File: src/hdl/pprc_pkg.sv
// ----------------------------------------------------------------------------
// pprc_pkg
// Shared constants, state types and the status struct of the prime power range
// counter.
// ----------------------------------------------------------------------------
package pprc_pkg;

	localparam int SIEVE_DEPTH = 65536;
	localparam int ADDR_W      = $clog2(SIEVE_DEPTH);
	localparam int CNT_W       = ADDR_W + 1;
	localparam int SIEVE_MAX   = SIEVE_DEPTH - 1;

	localparam int DATA_W  = 32;
	localparam int ROOT_W  = DATA_W / 2;
	localparam int ROOT_IT = DATA_W / 2;
	localparam int PROD_W  = DATA_W + ADDR_W;

	localparam int COUNT_W = 13;
	localparam logic [COUNT_W-1:0] COUNT_MAX = {COUNT_W{1'b1}};

	typedef enum logic [2:0] {
		TOP_IDLE,
		TOP_ROOT,
		TOP_SIEVE,
		TOP_DRAIN
	} top_state_t;

	typedef enum logic [3:0] {
		SV_IDLE,
		SV_INIT,
		SV_MARK_RD,
		SV_MARK_CHK,
		SV_STRIKE,
		SV_SCAN_RD,
		SV_SCAN_CHK,
		SV_OFFER,
		SV_DONE
	} sv_state_t;

	typedef enum logic [1:0] {
		WK_IDLE,
		WK_MUL,
		WK_CHK
	} wk_state_t;

	// sieve to sequencer
	typedef struct packed {
		logic prime_valid;
		logic done;
	} sv_status_t;

endpackage

File: src/hdl/pprc_walk.sv
// ----------------------------------------------------------------------------
// pprc_walk
// Walks p^2, p^3, ... up to the upper bound and counts powers in range.
// ----------------------------------------------------------------------------
module pprc_walk (
	input  logic                          clk,
	input  logic                          arst_n,
	input  logic                          clear,
	input  logic                          take,
	input  logic [pprc_pkg::ADDR_W-1:0]   prime,
	input  logic [pprc_pkg::DATA_W-1:0]   range_low,
	input  logic [pprc_pkg::DATA_W-1:0]   range_high,
	output logic                          idle,
	output logic [pprc_pkg::COUNT_W-1:0]  count
);
	import pprc_pkg::*;

	wk_state_t          state_q;
	logic [ADDR_W-1:0]  p_q;
	logic [DATA_W-1:0]  pw_q;
	logic [PROD_W-1:0]  prod_q;
	logic [COUNT_W-1:0] count_q;
	logic               in_range;

	assign in_range = (prod_q <= PROD_W'(range_high));

	always_ff @(posedge clk or negedge arst_n) begin
		if (!arst_n) begin
			state_q <= WK_IDLE;
			count_q <= '0;
		end else begin
			if (clear) begin
				count_q <= '0;
			end
			case (state_q)
				WK_IDLE: begin
					if (take) begin
						state_q <= WK_MUL;
					end
				end
				WK_MUL: begin
					state_q <= WK_CHK;
				end
				WK_CHK: begin
					if (in_range) begin
						if (prod_q >= PROD_W'(range_low) && count_q != COUNT_MAX) begin
							count_q <= count_q + COUNT_W'(1);
						end
						state_q <= WK_MUL;
					end else begin
						state_q <= WK_IDLE;
					end
				end
				default: begin
					state_q <= WK_IDLE;
				end
			endcase
		end
	end

	always_ff @(posedge clk) begin
		if (state_q == WK_IDLE && take) begin
			p_q  <= prime;
			pw_q <= DATA_W'(prime);
		end
		if (state_q == WK_MUL) begin
			prod_q <= PROD_W'(pw_q) * PROD_W'(p_q);
		end
		if (state_q == WK_CHK) begin
			pw_q <= prod_q[DATA_W-1:0];
		end
	end

	assign idle  = (state_q == WK_IDLE);
	assign count = count_q;

endmodule

File: config.mk
export PLATFORM = sky130hd
export DESIGN_NAME = pprc_walk
export DESIGN_NICKNAME = d
export VERILOG_FILES = /design/src/hdl/pprc_pkg.sv /design/src/hdl/pprc_walk.sv
export SDC_FILE = /design/constraint.sdc
export NUM_CORES = 1
export LEC_CHECK = 0
export ABC_AREA = 1
export BUFFER_PORTS_ARGS = -buffer_cell sky130_fd_sc_hd__buf_4
export CAP_MARGIN = 5
export CORE_MARGIN = 2
export CORE_UTILIZATION = 55
export CTS_BUF_LIST = sky130_fd_sc_hd__clkbuf_2
export CTS_CLUSTER_DIAMETER = 60
export DETAILED_ROUTE_END_ITERATION = 8
export PLACE_DENSITY = 0.75
export SETUP_SLACK_MARGIN = 0.2
export SLEW_MARGIN = 5
export SYNTH_ARGS = -nofsm -noshare
export SYNTH_HDL_FRONTEND = slang
export SYNTH_SLANG_ARGS = --single-unit
File: constraint.sdc
create_clock -name clk -period 6 [get_ports clk]
set_input_delay 0.3 -clock clk [delete_from_list [all_inputs] [get_ports clk]]
set_output_delay 0.3 -clock clk [all_outputs]
set_load 0.02 [all_outputs]
==> summary.txt <==
Final wirelength: 70800 um
Layout area overhead: 20.6%
Post-route cell area: 0.0276 mm2
Commonest cells post-synth: inv_1, nand2_1, fa_1
Slew @ Worst Pin: 906 ps
ANT nets after route: 0
Critical path launch point type: flop
First-pass DRT Iterations: 8
CP Data Required Time: 6520 ps
Initial antenna violation count: 4
First-pass GRT wire length: 113000 um
Relative slew slack: 39.5%
Register area: 0.00326 mm2
DIE WIDTH: 208 um
RSZ-0062 raised after global routing: yes
Row Count: 74
Clk sink count: 111
Clk root buf: clkbuf_2
Number of global-route vias before repair: 21500
WL met1: 26500 um
Critical path's most frequent cell: fa_1
Syn. warnings: 0
IO Port Bufs: 97
Worst stage delay on the critical path: 550 ps
Tcrit/Tclk final: 100%
Clock buffer count from CTS: 9
DIE HEIGHT: 208 um
Clk_lat worst skew: 770 ps
Gr ovfl total: 0
Final min period: 6030 ps
Slowest cell on crit path: fa_2
WL met3: 7820 um
Most frequent cell after synthesis: inv_1
DR vias: 20100
Sequential-to-total area share from yosys stat: 14.2%
Area contributors post-synth: fa_1, inv_1, nand2_1
Hold WC Path Type: in -> reg
Setup-failing EPs final: 1
Synth Register Bits: 111
Placed Area: 0.0256 mm2
Drt via density: 5.45
FMAX: 0.166 GHz
Max-capacitance violation count: 0
Wire length per cell: 19.2 um
Synth top area share: 36.5%
Initial Util: 55.9%
Share of cells above drive strength 1: 19.6%
Critical path type: reg -> reg
Hold slack: 252 ps
Die ar.: 0.0433 mm2
CP Max Fanout: 5
Violated checks: negative setup slack
Post-synth EDFFs: 96
Status: finished with violations
Tot GR Track Use: 33.6%
Worst-path clk slew: 380 ps
Hold Fails Final Rpt: 0
Worst EP arrival: 6540 ps
Final Wtd Congestion: 1.02
CTS HTree Levels: 3
Final #Nets: 3840
Synth cell types: 43
Final worst slack: -25.9 ps
Top sig layer: met4
Clock Skews: 67.2 ps
Fill cell count: 3150
Top FF cell, synth: edfxtp_1
Slew Viols, Final: 0
Clk buf depth: 2
CP endpoint kind: flop
Detailed placement HPWL: 56300 um
IO Pins: 98
Gate count of the mapped netlist: 2899
Fraction of registers with async set/reset: 13.5%
CTS tree: yes
Syn Nets: 3586
Largest net degree at the start of global routing: 49
Area occupied by multi-input gates: 0.0173 mm2
Core area: 0.0410 mm2
Avg Cell Area, Syn: 7.91 um2
Post-Syn Area: 0.0229 mm2
Synth area leader: fa_1
Post-route DRC: 0
Metal2 WL: 32700 um
DRT iter0 DRCs: 1967
[flip-flops by register name, summed over array words and instances (netlist names)]
signal   flops
prod_q      48
pw_q        32
state_q      2
p_q         16
count       13
[area by class of cell]
type | instances | share of cell area (%)
clock inverter | 6 | 0.195
clock buffer | 10 | 0.181
inverter | 825 | 11.2
multi-input combinational | 1846 | 62.5
timing repair buffer | 360 | 11.7
antenna | 4 | 0.0362
sequential | 111 | 11.8
tap | 532 | 2.41
[worst max-delay path, delay by kind of cell (launching register included)]
kind	cells	cell delay (ps)
adders and majority gates	7	3390
buffers and inverters	11	890
DFF	1	500
and+or+nand+nor	8	1010
[cells by family after synthesis]
logic type	synth area share, %
AO/OA/AOI/OAI	4.29
XOR/XNOR	1.91
adder cells (fa/ha/maj)	46.6
buffers and inverters	15.5
flip-flops	14.2
AND/OR/NAND/NOR	17.5
[layout by cell type, fill, tap and decap left out, drive strengths merged, types with 20 or more instances in the layout]
cell type	synthesis	routed
inv	824	828
nand2	787	787
fa	418	418
buf	1	338
ha	185	185
nor2	145	145
a21oi	98	98
edfxtp	96	96
o21ai	62	62
nand3	42	42
xor2	35	35
dlygate4sd3	0	20
[stage by stage]
stage | TNS [ps] | utilization, % | cells | worst slack (ps)
2_1_floorplan | 0 | - | 2899 | 399
3_3_place_gp | -552 | 62.5 | 3604 | -186
3_5_place_dp | -637 | 62.5 | 3604 | -198
4_1_cts | 0 | 65.5 | 3674 | 68.1
5_1_grt | -1470 | 67.4 | 3693 | -166
6_report | -25.9 | 67.4 | 3694 | -25.9
[final timing paths]
check	from	slack (ps)	endpoint	depth (start not counted)
worst max-delay path	p_q[15]$_DFFE_PP_	-30	prod_q[47]$_DFFE_PN_	26
worst max register to register	p_q[15]$_DFFE_PP_	-30	prod_q[47]$_DFFE_PN_	26
min in group asynchronous	arst_n	620	count[7]$_DFF_PN0_	3
worst min-delay path	prime[0]	250	p_q[0]$_DFFE_PP_	2
max in group asynchronous	arst_n	4930	state_q[1]$_DFFE_PN0P_	3
worst min register to register	state_q[1]$_DFFE_PN0P_	580	state_q[1]$_DFFE_PN0P_	1
[routing by layer]
| metal | vias to the layer above | track usage [%] |
|---|---|---|
| met5 | - | 0 |
| met4 | 0 | 14.7 |
| met3 | 264 | 6.25 |
| met2 | 1251 | 54.6 |
| met1 | 9727 | 44.2 |
| li1 | 8883 | - |
[repair_timing]
item / in CTS / in global routing
pin swaps: 45 / 78
endpoints found under the setup margin: 29 / 33
hold buffers: 20 / 0
hold endpoints to repair: 61 / 0
gates resized for setup: 145 / 199
buffers inserted: 31 / 17
gates cloned: 3 / 0
Power is not shown: default switching activity piles up to over one toggle a cycle in this logic, so the estimate is an artifact.
