===== config.mk =====
export PLATFORM = sky130hd
export DESIGN_NAME = pprc_isqrt
export DESIGN_NICKNAME = d
export VERILOG_FILES = /design/src/hdl/pprc_pkg.sv /design/src/hdl/pprc_isqrt.sv
export SDC_FILE = /design/constraint.sdc
export NUM_CORES = 1
export LEC_CHECK = 0
export BUFFER_PORTS_ARGS = -buffer_cell sky130_fd_sc_hd__buf_2
export CORE_ASPECT_RATIO = 1.1
export CORE_MARGIN = 5
export CORE_UTILIZATION = 35
export DETAILED_ROUTE_END_ITERATION = 7
export PLACE_DENSITY_LB_ADDON = 0.2
export SETUP_SLACK_MARGIN = 0.3
export SLEW_MARGIN = 20
export SYNTH_ARGS = -nofsm -noshare
export SYNTH_HDL_FRONTEND = slang
export SYNTH_SLANG_ARGS = --single-unit

===== constraint.sdc =====
create_clock -name clk -period 6.67 [get_ports clk]
set_clock_uncertainty 0.05 [all_clocks]
set_input_delay 1.0005 -clock clk [delete_from_list [all_inputs] [get_ports clk]]
set_output_delay 1.0005 -clock clk [all_outputs]
set_load 0.02 [all_outputs]

===== src/hdl/pprc_pkg.sv =====
// ----------------------------------------------------------------------------
// pprc_pkg
// Shared constants, state types and the status struct of the prime power range
// counter.
// ----------------------------------------------------------------------------
package pprc_pkg;

	localparam int SIEVE_DEPTH = 65536;
	localparam int ADDR_W      = $clog2(SIEVE_DEPTH);
	localparam int CNT_W       = ADDR_W + 1;
	localparam int SIEVE_MAX   = SIEVE_DEPTH - 1;

	localparam int DATA_W  = 32;
	localparam int ROOT_W  = DATA_W / 2;
	localparam int ROOT_IT = DATA_W / 2;
	localparam int PROD_W  = DATA_W + ADDR_W;

	localparam int COUNT_W = 13;
	localparam logic [COUNT_W-1:0] COUNT_MAX = {COUNT_W{1'b1}};

	typedef enum logic [2:0] {
		TOP_IDLE,
		TOP_ROOT,
		TOP_SIEVE,
		TOP_DRAIN
	} top_state_t;

	typedef enum logic [3:0] {
		SV_IDLE,
		SV_INIT,
		SV_MARK_RD,
		SV_MARK_CHK,
		SV_STRIKE,
		SV_SCAN_RD,
		SV_SCAN_CHK,
		SV_OFFER,
		SV_DONE
	} sv_state_t;

	typedef enum logic [1:0] {
		WK_IDLE,
		WK_MUL,
		WK_CHK
	} wk_state_t;

	// sieve to sequencer
	typedef struct packed {
		logic prime_valid;
		logic done;
	} sv_status_t;

endpackage


===== src/hdl/pprc_isqrt.sv =====
// ----------------------------------------------------------------------------
// pprc_isqrt
// Exact floor square root of a 32-bit value, one result bit per cycle.
// ----------------------------------------------------------------------------
module pprc_isqrt (
	input  logic                         clk,
	input  logic                         arst_n,
	input  logic                         start,
	input  logic [pprc_pkg::DATA_W-1:0]  value,
	output logic                         done,
	output logic [pprc_pkg::ROOT_W-1:0]  root
);
	import pprc_pkg::*;

	localparam logic [DATA_W-1:0] TOP_BIT = DATA_W'(1) << (DATA_W - 2);

	logic [DATA_W-1:0] rem_q;
	logic [DATA_W-1:0] root_q;
	logic [DATA_W-1:0] bit_q;
	logic              run_q;
	logic              done_q;
	logic [DATA_W-1:0] trial;

	assign trial = root_q + bit_q;

	always_ff @(posedge clk or negedge arst_n) begin
		if (!arst_n) begin
			run_q  <= 1'b0;
			done_q <= 1'b0;
		end else begin
			done_q <= 1'b0;
			if (start) begin
				run_q <= 1'b1;
			end else if (run_q && bit_q == DATA_W'(1)) begin
				run_q  <= 1'b0;
				done_q <= 1'b1;
			end
		end
	end

	always_ff @(posedge clk) begin
		if (start) begin
			rem_q  <= value;
			root_q <= '0;
			bit_q  <= TOP_BIT;
		end else if (run_q) begin
			if (rem_q >= trial) begin
				rem_q  <= rem_q - trial;
				root_q <= (root_q >> 1) + bit_q;
			end else begin
				root_q <= root_q >> 1;
			end
			bit_q <= bit_q >> 2;
		end
	end

	assign done = done_q;
	assign root = root_q[ROOT_W-1:0];

endmodule


==> metrics.md, run 1 <==
| Metric | Value |
|---|---|
| Share of cells above drive strength 1 | 12.12% |
| Die Wd | 148.2 µm |
| Worst-Skew Late Latency | 350 ps |
| Clock sink count | 82 |
| Count leader, synth | nand2_1 |
| Leak | 3.254 nW |
| Maximum vdd ir drop | 0.0001560 V |
| RePlAce Congestion | 0.8610 |
| Unique masters post-synth | 70 |
| Synth area leader | dfxtp_1 |
| Post-synth EDFFs | 32 |
| Syn avg cell area | 8.303 µm² |
| DP Area | 7665 µm² |
| Post-CTS Hold Fix Bufs | 0 |
| Top-area cell type share of the netlist area | 13.08% |
| Post-route clock period utilization | 79.87% |
| Total CTS buffers | 9 |
| CP Max Fanout | 19 |
| Final Hold Fails | 0 |
| Hpwl dp | 14.60 mm |
| Worst-margin pin slew | 770.2 ps |
| Post-synthesis async set-or-reset flop share | 2.439% |
| Commonest cells post-synth | 86 x nand2_1, 84 x nor2_1, 66 x ha_1 |
| Synth area leaders | dfxtp_1 13%, edfxtp_1 13%, ha_1 11%, xnor2_1 5.2%, nand2_1 4.4% |
| Setup Buffers After CTS | 0 |
| WL/cell | 16.98 µm |
| Mapped Area | 7348 µm² |
| Pin count of the biggest net entering global routing | 65 |
| Via density | 5.594 |
| Post-place setup slack | 1400 ps |
| CTS clk-pin slew, worst paths | 70 ps |
| Root buf cell | clkbuf_16 |
| H-tree depth | 3 |
| Row count | 55 |
| Worst EP required | 6870 ps |
| Overflow after GRT | 0 |
| TritonRoute pass-1 iters | 5 |
| TritonCTS clock tree | built |
| IO buf count | 51 |
| Fmax achieved | 0.1877 GHz |
| I/O pins | 52 |
| Fin worst setup slack | 1342 ps |
| Drt initial violations | 406 |
| Max_slew headroom | 48.19% |
| Setup crit end kind | flip-flop |
| First-pass GRT wire length | 32.57 mm |
| Number of setup violations in the final report | 0 |
| Vias in the first global route | 6,333 |
| Overall die height | 162.0 µm |
| Overall global routing resource usage | 16.38% |
| Vias | 6,461 |
| Net count after synthesis | 987 |
| Finished Layout Cells | 1,155 |
| Min Tclk post-route | 5328 ps |
| Post-Syn Instances | 885 |
| Hold crit path type | input port to async pin |
| Post-route DRC | 0 |
| Synth warn | 0 |
| CP arrival | 5530 ps |
| CORE AREA | 20,640 µm² |
| Pwr Density | 395.4 nW/µm² |
| Design area | 7955 µm² |
| Setup crit start kind | flip-flop |
| Seq/Total Area, Yosys | 26.83% |
| Ys flop type | dfxtp_1 |
| Post-cts resize count | 0 |
| Initial Utilization | 35.59% |
| Unrepaired setup endpoints after global routing | false |
| Total Nets Final | 996 |
| Layout area overhead | 8.258% |
| Placed Instances | 1,139 |
| Setup TNS | 0 ps |
| Crit Path Category | flip-flop to flip-flop |
| Maximum Capacitance Violations | 0 |
| DIE AREA | 24,000 µm² |
| Clock Tree Buf Depth | 2 |
| Routed Antenna Nets | 0 |
| Initial antenna violation count | 0 |
| Number of diodes | 0 |
| Number of synthesized register bits | 82 |
| Slew Limit Fails | 0 |
| Total length of routed wires | 19.61 mm |
| Outcome | completed |
==> critical path: stages (launching register included) <==
cell,delay (ps)
dfxtp_1,480
ha_1,340
a31o_2,280
or3_1,300
a211oi_1,290
o31ai_1,160
a31oi_1,360
nor3_1,80
o21ai_1,150
xor2_1,80
ha_1,380
and3_1,240
nand2_1,170
nor4_4,330
o31ai_4,100
buf_4,220
and2_1,310
buf_4,270
or3_1,350
a311oi_1,270
==> cells by family after synthesis <==
kind of cell	Yosys count	share of synthesized area, %
muxes	29	4.018
AOI/OAI and AO/OA	277	25.81
and+or+nand+nor	270	17.54
DFF	82	26.83
xor gates and xnor gates	71	8.463
buffers and inverters	89	5.823
adders and majority gates	67	11.51
==> placed cells by master, fill, tap and decap left out, types with 23 or more instances in the layout <==
cell type / netlist / routed
xor2_1: 27 / 27
ha_1: 66 / 66
inv_1: 27 / 27
xnor2_1: 44 / 44
mux2i_1: 25 / 25
buf_2: 3 / 50
a31oi_1: 28 / 28
edfxtp_1: 32 / 32
a21oi_1: 49 / 49
a211oi_1: 23 / 23
dfxtp_1: 48 / 48
nor2_1: 84 / 84
o21ai_0: 53 / 53
nand2_1: 86 / 86
==> where the power goes <==
group | switching (mW) | leakage, nW | internal [mW] | total [mW]
Combinational | 1.11 | 2.37 | 0.736 | 1.85
Clock | 0.225 | 0.142 | 0.277 | 0.502
Sequential | 0.0835 | 0.743 | 0.710 | 0.794
==> worst paths after layout <==
path,cells after the start,end,slack (ps),start
min,1,run_q,380,arst_n
max reg2reg,19,root_q[3],1340,root_q[16]
min reg2reg,2,root_q[0],470,root_q[0]
max,19,root_q[3],1340,root_q[16]
max in group asynchronous,1,run_q,6090,arst_n
min in group clk,2,root_q[0],470,root_q[0]
==> sequential cells by signal, summed over array words and instances, names as in the netlist <==
signal / count
root_q: 32
run_q: 1
rem_q: 32
done: 1
bit_q: 16
==> final cells by class <==
cell class,instances,area [µm²]
multi-input combinational,714,4949
clock buffer,11,254.0
tap,256,320.3
inverter,28,105.1
timing repair buffer,59,317.8
clock inverter,5,36.28
fill,2170,12690
sequential,82,1973
==> layer usage <==
layer,up-vias,GRT usage [%],share of wire (%)
met4,0,4.410,1.1
met5,-,0,0
met3,17,2.316,3.5
li1,3299,-,-
met1,3041,21.73,48
met2,104,27.95,48
==> per-stage QoR <==
step                hold WS, ps  utilization [%]  total power, mW
finish                    375.9            38.53            3.145
global route              361.1            38.53            3.421
CTS                       364.2            38.53            3.169
detailed placement        462.0            37.13            2.649
global placement          455.7            37.13            2.661
floorplan                 427.7                -            2.260
Note: power is estimated with default switching activity, not from simulation.
==> inputs of run 2 (changes only) <==
ABC_AREA = 1   (was unset)
clock period = 4.5 ns   (was 6.67 ns; I/O delays follow)
==> metrics.md, run 2 <==
| Metric | Value |
|---|---|
| Outcome | completed (unchanged) |
| Initial antenna violation count | 0 (unchanged) |
| Overflow after GRT | 0 (unchanged) |
| Synth area leader | nand2_1 (was dfxtp_1) |
| Post-synth EDFFs | 32 (unchanged) |
| Ys flop type | dfxtp_1 (unchanged) |
| Setup Buffers After CTS | 0 (unchanged) |
| Most used cell, CP | nand2_1 |
| Post-cts resize count | 0 (unchanged) |
| Min Tclk post-route | 3867 ps (was 5328 ps) |
| Post-route clock period utilization | 85.93% (was 79.87%) |
| Post-place setup slack | 446.4 ps (was 1400 ps) |
| Via density | 5.023 (was 5.594) |
| Seq/Total Area, Yosys | 21.99% (was 26.83%) |
| Worst-path cell chain | ha_2, nand2_1, o21ai_0, inv_1, nand2_1, a21o_4, nand2_1, nand2_1, a21oi_1, xor2_1, ha_1, a21oi_1, a21boi_2, nand2_1, a21oi_2, nand2_2, nand2_1, nand2_1, buf_12 (was ha_1, a31o_2, or3_1, a211oi_1, o31ai_1, a31oi_1, nor3_1, o21ai_1, xor2_1, ha_1, and3_1, nand2_1, nor4_4, o31ai_4, buf_4, and2_1, buf_4, or3_1, a311oi_1) |
| CTS clk-pin slew, worst paths | 70 ps (about the same) |
| TritonCTS clock tree | built (unchanged) |
| Setup TNS | 0 ps (unchanged) |
| Worst-margin pin slew | 820.9 ps (was 770.2 ps) |
| Overall global routing resource usage | 20.43% (was 16.38%) |
| Post-CTS Hold Fix Bufs | 0 (unchanged) |
| Flop pwr share | 20.9% (was 25.2%) |
| H-tree depth | 3 (unchanged) |
| IO buf count | 51 (unchanged) |
| Sw frac | 52.86% (was 45.19%) |
| Synth area leaders | nand2_1 21%, dfxtp_1 11%, edfxtp_1 11%, ha_1 9.2%, nand3_1 8.0% (was dfxtp_1 13%, edfxtp_1 13%, ha_1 11%, xnor2_1 5.2%, nand2_1 4.4%) |
| Vias | 9,342 (was 6,461) |
| Vias in the first global route | 9,144 (was 6,333) |
| R2R Setup Slk | 630 ps (was 1340 ps) |
| Most frequent cells in the layout | 498 x nand2_1, 171 x inv_1, 143 x nand3_1 (was 86 x nand2_1, 84 x nor2_1, 66 x ha_1) |
| Pin count of the biggest net entering global routing | 72 (was 65) |
| Hold crit path type | input port to async pin (unchanged) |
| Clock Tree Buf Depth | 2 (unchanged) |
| Mapped Area | 8966 µm² (was 7348 µm²) |
| Drt initial violations | 658 (was 406) |
| CP startpoint | bit_q[6] (was root_q[16]) |
| Total CTS buffers | 9 (unchanged) |
| Setup crit start kind | flip-flop (unchanged) |
| Crit Path Category | flip-flop to flip-flop (unchanged) |
| Die Wd | 162.6 µm (was 148.2 µm) |
| Overall die height | 177.9 µm (was 162.0 µm) |
| Reg2reg path depth | 19 (unchanged) |
| Clock sink count | 82 (unchanged) |
| Critical path depth | 19 (unchanged) |
| Number of diodes | 0 (unchanged) |
| CP endpoint | rem_q[15] (was root_q[3]) |
| Fin worst setup slack | 633.3 ps (was 1342 ps) |
| Post-synthesis async set-or-reset flop share | 2.439% (unchanged) |
| Total length of routed wires | 29.10 mm (was 19.61 mm) |
| Largest delay share family, worst path | compound AO/OA/AOI/OAI gates (was simple AND/OR/NAND/NOR gates) |
| Commonest cells post-synth | 498 x nand2_1, 171 x inv_1, 143 x nand3_1 (was 86 x nand2_1, 84 x nor2_1, 66 x ha_1) |
| CP max-delay cell | dfxtp_1 (unchanged) |
| Initial Utilization | 35.49% (was 35.59%) |
| Fmax achieved | 0.2586 GHz (was 0.1877 GHz) |
| Buf/Inv on CP | 2 (unchanged) |
| Post-Syn Instances | 1,481 (was 885) |
| Max_slew headroom | 44.93% (was 48.19%) |
| Root buf cell | clkbuf_16 (unchanged) |
| CP max stage delay | 430 ps (was 480 ps) |
| RePlAce Congestion | 0.9210 (was 0.8610) |
| Number of setup violations in the final report | 0 (unchanged) |
| Reg2reg end | rem_q[15] (was root_q[3]) |
| Row count | 61 (was 55) |
| Setup crit end kind | flip-flop (unchanged) |
| Synth warn | 0 (unchanged) |
| CP Max Fanout | 32 (was 19) |
| Routed Antenna Nets | 0 (unchanged) |
| Leak | 4.573 nW (was 3.254 nW) |
| Unique masters post-synth | 47 (was 70) |
| R2r startpoint | bit_q[6] (was root_q[16]) |
| Worst-Skew Late Latency | 350 ps (about the same) |
| First-pass GRT wire length | 47.13 mm (was 32.57 mm) |
| I/O pins | 52 (unchanged) |
| Clock Power Share | 11.5% (was 16.0%) |
| Worst EP required | 4550 ps (was 6870 ps) |
| Pwr Density | 646.5 nW/µm² (was 395.4 nW/µm²) |
| Number of synthesized register bits | 82 (unchanged) |
| Layout area overhead | 9.057% (was 8.258%) |
| Most common cell after layout, fill and taps aside | nand2_1 (unchanged) |
| DIE AREA | 28,920 µm² (was 24,000 µm²) |
| Net count after synthesis | 1,583 (was 987) |
| CP arrival | 3920 ps (was 5530 ps) |
| Top-area cell type share of the netlist area | 20.85% (was 13.08%) |
| Maximum vdd ir drop | 0.0003822 V (was 0.0001560 V) |
| Total Nets Final | 1,611 (was 996) |
| Largest registers | rem_q: 32 flops, root_q: 32 flops, bit_q: 16 flops (unchanged) |
| Count leader, synth | nand2_1 (unchanged) |
| TritonRoute pass-1 iters | 5 (unchanged) |
| Fillers | 2,771 (was 2,170) |
| Final Hold Fails | 0 (unchanged) |
| Maximum Capacitance Violations | 0 (unchanged) |
| Syn avg cell area | 6.054 µm² (was 8.303 µm²) |
| Post-route DRC | 0 (unchanged) |
| Slew Limit Fails | 0 (unchanged) |
| CORE AREA | 25,260 µm² (was 20,640 µm²) |
| Share of cells above drive strength 1 | 8.851% (was 12.12%) |
| Unrepaired setup endpoints after global routing | false (unchanged) |
| Hpwl dp | 23.07 mm (was 14.60 mm) |
| Power share of the combinational group | 67.6% (was 58.8%) |
| P_sw | 3.342 mW (was 1.421 mW) |
| WL/cell | 15.64 µm (was 16.98 µm) |
| Power Internal | 2.980 mW (was 1.724 mW) |
## run 2: how the worst min path moves through the flow
stage / startpoint / end / slack (ps) / cells after the start
after floorplan: arst_n / done / 330 / 0
after global placement: arst_n / done / 410 / 1
after detailed placement: arst_n / done / 410 / 1
after CTS: arst_n / done / 30 / 1
after global routing: arst_n / done / 20 / 1
final: arst_n / run_q / 40 / 1
## run 2: power by group through the flow
| stage | sequential, mW | combinational, mW | clock (mW) |
|---|---|---|---|
| 2_1_floorplan | 1.26 | 3.28 | 0 |
| 3_3_place_gp | 1.33 | 4.22 | 0 |
| 3_5_place_dp | 1.33 | 4.24 | 0 |
| 4_1_cts | 1.32 | 4.27 | 0.742 |
| 5_1_grt | 1.35 | 4.85 | 0.772 |
| 6_report | 1.32 | 4.27 | 0.727 |
## run 2: cell type report
cell class	instances	area, µm²	area share [%]
flip-flops and latches	82	1974	20.19
clock buffers	9	225.2	2.303
multi-input cells	1169	6001	61.37
clock inverters	7	51.30	0.5246
well taps	346	432.9	4.427
inverters	173	649.4	6.641
repair buffers	74	444.2	4.543
## run 2: through the flow
| step | cells | util, % | hold slack (ps) | total power, mW | area [µm²] |
|---|---|---|---|---|---|
| 6_report | 1860 | 38.71 | 38.78 | 6.322 | 9778 |
| 3_5_place_dp | 1844 | 37.53 | 412.9 | 5.575 | 9482 |
| 4_1_cts | 1860 | 38.63 | 28.90 | 6.326 | 9758 |
| 2_1_floorplan | 1481 | - | 329.4 | 4.539 | 8966 |
| 5_1_grt | 1860 | 38.71 | 24.46 | 6.967 | 9778 |
| 3_3_place_gp | 1844 | 37.53 | 412.3 | 5.556 | 9482 |
## run 2: cell families (layout without fill, tap and decap cells)
logic type | after synthesis | in the layout | synth area share [%]
flops | 82 | 82 | 21.99
buf+inv | 230 | 263 | 11.23
compound gates | 182 | 182 | 11.05
simple gates | 871 | 871 | 41.50
fa+ha+maj | 67 | 67 | 9.433
xor+xnor | 49 | 49 | 4.786
## run 2: metal layers
| layer | track usage, % | vias up | part of all wire (%) |
|---|---|---|---|
| li1 | - | 4850 | - |
| met1 | 27.15 | 4228 | 46 |
| met2 | 35.22 | 223 | 47 |
| met3 | 2.067 | 41 | 3.8 |
| met4 | 5.872 | 0 | 2.5 |
| met5 | 0 | - | 0 |
==> inputs of run 3 (changes only) <==
CELL_PAD_IN_SITES_DETAIL_PLACEMENT = 1   (was unset)
CELL_PAD_IN_SITES_GLOBAL_PLACEMENT = 1   (was unset)
==> metrics.md, run 3 (synthesis gave the netlist of run 2 again) <==
| Metric | Value |
|---|---|
| Register area | 1972 µm² (was 1974 µm²) |
| H-tree depth | 3 (unchanged) |
| Die Wd | 162.6 µm (unchanged) |
| Slew Limit Fails | 0 (unchanged) |
| First-pass GRT wire length | 52.34 mm (was 47.13 mm) |
| Clock Tree Buf Depth | 2 (unchanged) |
| CP Max Fanout | 16 (was 32) |
| Setup TNS | 0 ps (unchanged) |
| Setup crit end kind | flip-flop (unchanged) |
| Setup crit start kind | flip-flop (unchanged) |
| Worst-Skew Late Latency | 360 ps (was 350 ps) |
| Vias | 9,627 (was 9,342) |
| Unrepaired setup endpoints after global routing | true (was false) |
| CORE AREA | 25,260 µm² (unchanged) |
| WL/cell | 17.67 µm (was 15.64 µm) |
| Share of cells above drive strength 1 | 8.851% (unchanged) |
| Area occupied by multi-input gates | 6038 µm² (was 6001 µm²) |
| Sw frac | 53.86% (was 52.86%) |
| Most frequent cells in the layout | 497 x nand2_1, 171 x inv_1, 143 x nand3_1 (was 498 x nand2_1, 171 x inv_1, 143 x nand3_1) |
| Clock Power Share | 12.0% (was 11.5%) |
| Power share of the combinational group | 67.2% (was 67.6%) |
| Power Internal | 3.015 mW (was 2.980 mW) |
| CTS clk-pin slew, worst paths | 80 ps (was 70 ps) |
| TritonCTS clock tree | built (unchanged) |
| Number of setup violations in the final report | 0 (unchanged) |
| Fillers | 3,415 (was 2,771) |
| Reg2reg path depth | 22 (was 19) |
| CP arrival | 4050 ps (was 3920 ps) |
| Initial Utilization | 35.49% (unchanged) |
| RePlAce Congestion | 0.9196 (was 0.9210) |
| Hpwl dp | 25.87 mm (was 23.07 mm) |
| Overall die height | 177.9 µm (unchanged) |
| P_sw | 3.519 mW (was 3.342 mW) |
| Row count | 61 (unchanged) |
| TritonRoute pass-1 iters | 5 (unchanged) |
| Maximum Capacitance Violations | 0 (unchanged) |
| Routed Antenna Nets | 0 (unchanged) |
| Outcome | completed (unchanged) |
| Total power | 6.535 mW (was 6.322 mW) |
| Number of diodes | 0 (unchanged) |
| Largest registers | rem_q: 32 flops, root_q: 32 flops, bit_q: 16 flops (unchanged) |
| Overflow after GRT | 0 (unchanged) |
| Overall global routing resource usage | 22.81% (was 20.43%) |
| Layout area overhead | 9.852% (was 9.057%) |
| Worst EP required | 4560 ps (was 4550 ps) |
| Most common cell after layout, fill and taps aside | nand2_1 (unchanged) |
| Vias in the first global route | 9,972 (was 9,144) |
| Pwr Density | 663.4 nW/µm² (was 646.5 nW/µm²) |
| IO buf count | 51 (unchanged) |
| Post-route DRC | 0 (unchanged) |
| Via density | 5.176 (was 5.023) |
| Flop pwr share | 20.8% (was 20.9%) |
| Pin count of the biggest net entering global routing | 72 (unchanged) |
| DIE AREA | 28,920 µm² (unchanged) |
| Clock sink count | 82 (unchanged) |
| Worst-margin pin slew | 908.3 ps (was 820.9 ps) |
| Drt initial violations | 507 (was 658) |
| Post-route clock period utilization | 88.67% (was 85.93%) |
| Fmax achieved | 0.2506 GHz (was 0.2586 GHz) |
| Total Nets Final | 1,611 (unchanged) |
| Post-CTS Hold Fix Bufs | 0 (unchanged) |
| Root buf cell | clkbuf_16 (unchanged) |
| Total length of routed wires | 32.86 mm (was 29.10 mm) |
| Maximum vdd ir drop | 0.0002906 V (was 0.0003822 V) |
| Final Hold Fails | 0 (unchanged) |
| Initial antenna violation count | 0 (unchanged) |
| I/O pins | 52 (unchanged) |
| Hold crit path type | input port to async pin (unchanged) |
| Total CTS buffers | 9 (unchanged) |
| Crit Path Category | flip-flop to flip-flop (unchanged) |
| Min Tclk post-route | 3990 ps (was 3867 ps) |
| Max_slew headroom | 39.45% (was 44.93%) |
| Leak | 4.589 nW (was 4.573 nW) |
==> run 3: routing by layer <==
metal / up-vias / track usage [%] / part of all wire [%]
met5: - / 0 / 0
met4: 0 / 7.270 / 2.6
met3: 44 / 1.394 / 2.2
met2: 151 / 40.51 / 49
met1: 4576 / 29.60 / 47
li1: 4856 / - / -
==> run 3: area by class of cell <==
class | count | share of cell area, %
multi-input cells | 1169 | 61.31
flip-flops and latches | 82 | 20.02
inverters | 173 | 6.593
repair buffers | 74 | 4.688
well taps | 346 | 4.395
clock buffers | 9 | 2.287
clock inverters | 7 | 0.7114
==> run 3: repair_timing <==
item	CTS	global route
pin swaps	0	1
gates resized for setup	1	9
endpoints found under the setup margin	61	66
gates cloned	0	1
buffers inserted	0	2
==> run 3: worst max-delay path, stage by stage (launching register included) <==
cell and delay [ps]:
dfxtp_1 390, ha_4 310, nand3_1 100, nand3_1 90, nand2_1 120, o21bai_4 200, nand2_1 110, nand2_1 140
nand2_1 70, nand2_1 110, nand2_1 80, nand2_1 100, xor2_2 230, ha_1 320, inv_1 120, o21bai_1 110
a21oi_1 210, nand2_1 90, a21oi_2 160, nand2_2 70, nand2_1 170, nand2_4 120, clkbuf_16 230
==> run 3: final timing paths <==
path	startpoint	slack (ps)	endpoint
min	arst_n	30	run_q
max in group asynchronous	arst_n	4270	done
min reg2reg	root_q[0]	450	root_q[0]
max reg2reg	root_q[2]	510	rem_q[24]
min in group clk	root_q[0]	450	root_q[0]
max	root_q[2]	510	rem_q[24]
==> run 3: power groups by stage <==
stage	combinational [mW]	clock, mW	sequential [mW]
2_1_floorplan	3.28	0	1.26
3_3_place_gp	4.21	0	1.36
3_5_place_dp	4.31	0	1.37
4_1_cts	4.34	0.800	1.35
5_1_grt	4.97	0.821	1.38
6_report	4.39	0.787	1.36
==> run 3: through the flow <==
stage,instance area [µm²],util (%),std cells,hold WS (ps),setup slack (ps)
finish,9849,38.99,1860,33.73,510.0
global route,9849,38.99,1860,25.82,261.2
CTS,9758,38.63,1857,26.09,321.8
detailed placement,9459,37.44,1841,416.5,201.0
global placement,9459,37.44,1841,412.9,230.8
floorplan,8966,-,1481,329.4,681.7
